===== src/rtl/csc_ram.sv =====
// Generic single-write, single-read synchronous RAM with registered read data.
// Read data holds while no read is issued. Depends on nothing.
module csc_ram #(
   parameter int WIDTH = 8,
   parameter int DEPTH = 256
) (
   input  logic                     clock,
   input  logic                     wr_en,
   input  logic [$clog2(DEPTH)-1:0] wr_addr,
   input  logic [WIDTH-1:0]         wr_data,
   input  logic                     rd_en,
   input  logic [$clog2(DEPTH)-1:0] rd_addr,
   output logic [WIDTH-1:0]         rd_data
);

   logic [WIDTH-1:0] mem [DEPTH];
   logic [WIDTH-1:0] rd_data_ff;

   // Write port
   always_ff @(posedge clock) begin
      if (wr_en) begin
         mem[wr_addr] <= wr_data;
      end
   end

   // Registered read port
   always_ff @(posedge clock) begin
      if (rd_en) begin
         rd_data_ff <= mem[rd_addr];
      end
   end

   assign rd_data = rd_data_ff;

endmodule


===== config.mk =====
export PLATFORM = sky130hd
export DESIGN_NAME = csc_ram
export DESIGN_NICKNAME = d
export VERILOG_FILES = /design/src/rtl/csc_ram.sv
export SDC_FILE = /design/constraint.sdc
export NUM_CORES = 2
export LEC_CHECK = 0
export ABC_AREA = 1
export ABC_CLOCK_PERIOD_IN_PS = 5000
export BUFFER_PORTS_ARGS = -buffer_cell sky130_fd_sc_hd__buf_2
export CORE_UTILIZATION = 40
export CTS_CLUSTER_DIAMETER = 50
export DETAILED_ROUTE_END_ITERATION = 16
export MAX_ROUTING_LAYER = met4
export PLACE_DENSITY_LB_ADDON = 0.12
export SLEW_MARGIN = 0
export SYNTH_ARGS = -nofsm -noshare
export SYNTH_HDL_FRONTEND = slang
export SYNTH_SLANG_ARGS = --single-unit

===== constraint.sdc =====
create_clock -name clock -period 5 [get_ports clock]
set_input_delay 0.25 -clock clock [delete_from_list [all_inputs] [get_ports clock]]
set_output_delay 0.25 -clock clock [all_outputs]
set_load 0.01 [all_outputs]

**Yosys cells after proc, flatten, opt, wreduce, memory -nomap -nowiden**

Memory sizes are Yosys's and may differ from the RTL's. A register that Yosys moved wholly into a read port is not among the register bits.
Cells that the tools add are included.

- Register bits: 0
- Memory bits (writable): 2048
- Input port bits: 27
- Word-level logic and storage cells: 3
- Memories kept: 1

- Mux-type cells: 2

Memory list:

| name | words | width | rd ports | clocked after Yosys merged registers in | wr ports | RTL line | source |
|---|---|---|---|---|---|---|---|
| mem | 256 | 8 | 1 | 1 | 1 | 16 | `logic [WIDTH-1:0] mem [DEPTH];` |

Operator list:

| operator | number |
|---|---|
| two-way mux 1 bit | 2 |

**Depth between registers and ports, before layout**

- Depth in word-level cells: 2
- Depth in mapped cells: 15
- Mapped depth without buffers: 11

**Worst setup path before layout**

No wires, ideal clock.

- Path kind: in2reg
- From: input port wr_en
- To: memory mem[162][0] (enable)
- Setup time: 0.370 ns
- Arrival: 1.371 ns
- Required time: 4.630 ns
- Slack: 3.259 ns
- Stages on the path: 4
- Path through: clkbuf_1 > nand3_1 > clkbuf_1 > nor2_1

- Cells in the longest elaborated chain, start to end: 2

Ends and longest elaborated chain:

| element | RTL line | source |
|---|---|---|
| from (decl) | 8 | `input logic wr_en,` |
| two-way mux 1 bit | 21 | `if (wr_en) begin` |
| two-way mux 1 bit (implied by the code) | 22 | `mem[wr_addr] <= wr_data;` |
| to (decl) | 16 |  |

No other way between the ends.

==> metrics <==
Final WS setup 2.35 ns; clk_lat worst skew 0.87 ns; area of the multi-input gates 19200 um2; hold wc startpoint rd_addr[6]; Root Buffer clkbuf_16; layout cells sized above 1 6.96%; commonest non-fill, non-tap cell in the layout nand2_1; DRT iter0 DRCs 5929; TritonCTS clock tree built; Reg2Reg Depth 10; Compound-Gate Fraction of Synth Area 0%; r2r startpoint mem[105][5]; adder-cell share of the synthesized area 0%; Worst Setup End Kind flop; Area contributors post-synth edfxtp_1 (74%), nand3_1 (12%), nand2_1 (9.5%); die area 211000 um2; Worst setup SP type primary input; largest family of logic cells by synthesized area simple AND/OR/NAND/NOR gates; post-CTS setup buffers 0; global route overflow 0; Warnings, synthesis 0; Min-Delay Path Depth 5; clock skew 0.0480 ns; DRT Pass-1 Iters 5; vias 54242; min-delay worst type in -> reg; IO Count 35; final setup violation count 0; nets 6930; Final min period 2.65 ns; Post-Synth Simple-Gate Area 22.9%; drt drc 0; mux contribution to synthesized area 0%; GP Congestion 0.826; sequential share of the synthesized area 74.0%; Post-Route WL 251000 um; post-DP HPWL 139000 um; most frequent cells in the layout nand2_1 (2107), edfxtp_1 (2056), nand3_1 (2019); Area Overhead vs Synth 12.3%; core box area 207000 um2; Post-Synthesis Cell Area 83500 um2; Synth Instances 7003; Max Cap Viol 0; CTS sink cnt 2056; Die Span Y 459 um; hold endpoint rd_data[7]; setup TNS 0 ns; die width 459 um; Data arrival, critical path 3.26 ns; post-place setup slack 1.51 ns; Yosys top cell area share 74.0%; Initial Utilization 40.3%; RSZ-0062 raised after global routing false; global-route wire length before repair 368000 um; P_leak 32.1 nW; Yosys reg bits 2056; R2R setup slack 2.89 ns; htree depth 4; I/O Buffers 34; largest net degree at the start of global routing 211; synthesized net count 7030; Slew @ Worst Pin 1.23 ns; largest driver fanout on the critical path 62; Final period util 52.9%; RR Endpoint rd_data[5]; Max VDD drop 411 uV; number of global-route vias before repair 51869; area leader, netlist edfxtp_1; Fillers 19020; Final Max Tran Viols 0; Crit Path Class in -> reg; initial antenna violation count 11; Power Dens Cells 406 nW/um2; Slew headroom 17.6%; CP required 5.61 ns; clock slew at the register clock pins of the worst setup and hold paths 0.06 ns; Post-Synth XOR/XNOR Area 0%; run status completed; Fin. Hold Viols 0; Vias/cell 5.48; FP Rows 167; fmax 378 MHz; total CTS buffers 229; post-DR wirelength/cell 25.4 um; clock tree buffer depth 3; Avg Synthesized Cell Area 11.9 um2; GR Util All Layers 24.4%; ANT nets after route 0; FF+latch area 61700 um2; Final Util 45.2%; library cells used by synthesis 13
[cells by family (layout without fill, tap and decap cells)]
group	count (synthesis)	after routing
buf+inv	522	620
other cells	0	4
flops	2056	2056
simple gates	4425	4425
[power by group]
| part | internal [mW] | switching, mW | total (mW) |
|---|---|---|---|
| logic | 0.507 | 1.72 | 2.23 |
| registers | 19.0 | 0.0213 | 19.0 |
| clock network | 9.71 | 7.07 | 16.8 |
[registers in the layout, summed over array words and instances (netlist names)]
| name | count |
|---|---|
| mem | 2048 |
| rd_data | 8 |
[how the worst max path moves through the flow]
stage                          start     endpoint  slack [ns]  depth (start not counted)
after floorplan                wr_en  mem[162][0]        3.26                          4
after global placement    rd_addr[1]   rd_data[3]        1.49                         13
after detailed placement  rd_addr[1]   rd_data[3]        1.51                         13
after CTS                 rd_addr[1]   rd_data[3]        2.47                         13
after global routing      rd_addr[0]   rd_data[3]        2.30                         13
final                     rd_addr[1]   rd_data[3]        2.35                         13
[Yosys cell counts]
library cell and instances:
nand2_1 2123, edfxtp_1 2056, nand3_1 2019, nor2_1 283, buf_2 268, clkbuf_1 112
buf_4 46, buf_1 40, inv_1 36, buf_6 16, inv_2 2, buf_8 1
inv_4 1
[layout make-up]
type | instances | share of cell area [%]
Antenna cell | 4 | 0.0107
Sequential cell | 2056 | 65.9
Inverter | 39 | 0.192
Clock buffer | 267 | 6.31
Clock inverter | 162 | 1.67
Multi-Input combinational cell | 4425 | 20.5
Timing Repair Buffer | 152 | 1.75
Tap cell | 2788 | 3.72
[metrics by stage]
stage	power [mW]	std cells	hold WS [ns]	cell area (um2)
finish	38.0	9893	0.236	93700
global route	39.1	9893	0.209	93700
CTS	38.3	9889	0.147	93700
detailed placement	21.6	9450	0.707	86100
global placement	21.6	9450	0.713	86100
floorplan	20.6	7003	0.349	83500
[per-layer routing]
metal,GRT usage (%),part of all wire [%],wire (um)
met4,6.71,2.5,6340
met3,3.75,6.3,15800
met1,34.5,45,113000
met2,36.7,46,116000
met5,-,0,0
[critical path, stage by stage]
cell	delay [ns]
buf_8	0.21
inv_8	0.51
buf_12	0.39
buf_4	0.36
nand3_1	0.14
nand3_1	0.10
nand3_1	0.14
nand3_1	0.19
nand3_1	0.08
nand3_1	0.17
nand2_1	0.15
nand2_1	0.17
nand2_1	0.08
[repair_timing]
action / CTS / global route
gates resized for setup: 0 / 0
hold buffers: 10 / 0
hold endpoints to repair: 520 / 0
(Power assumes the default switching activity.)
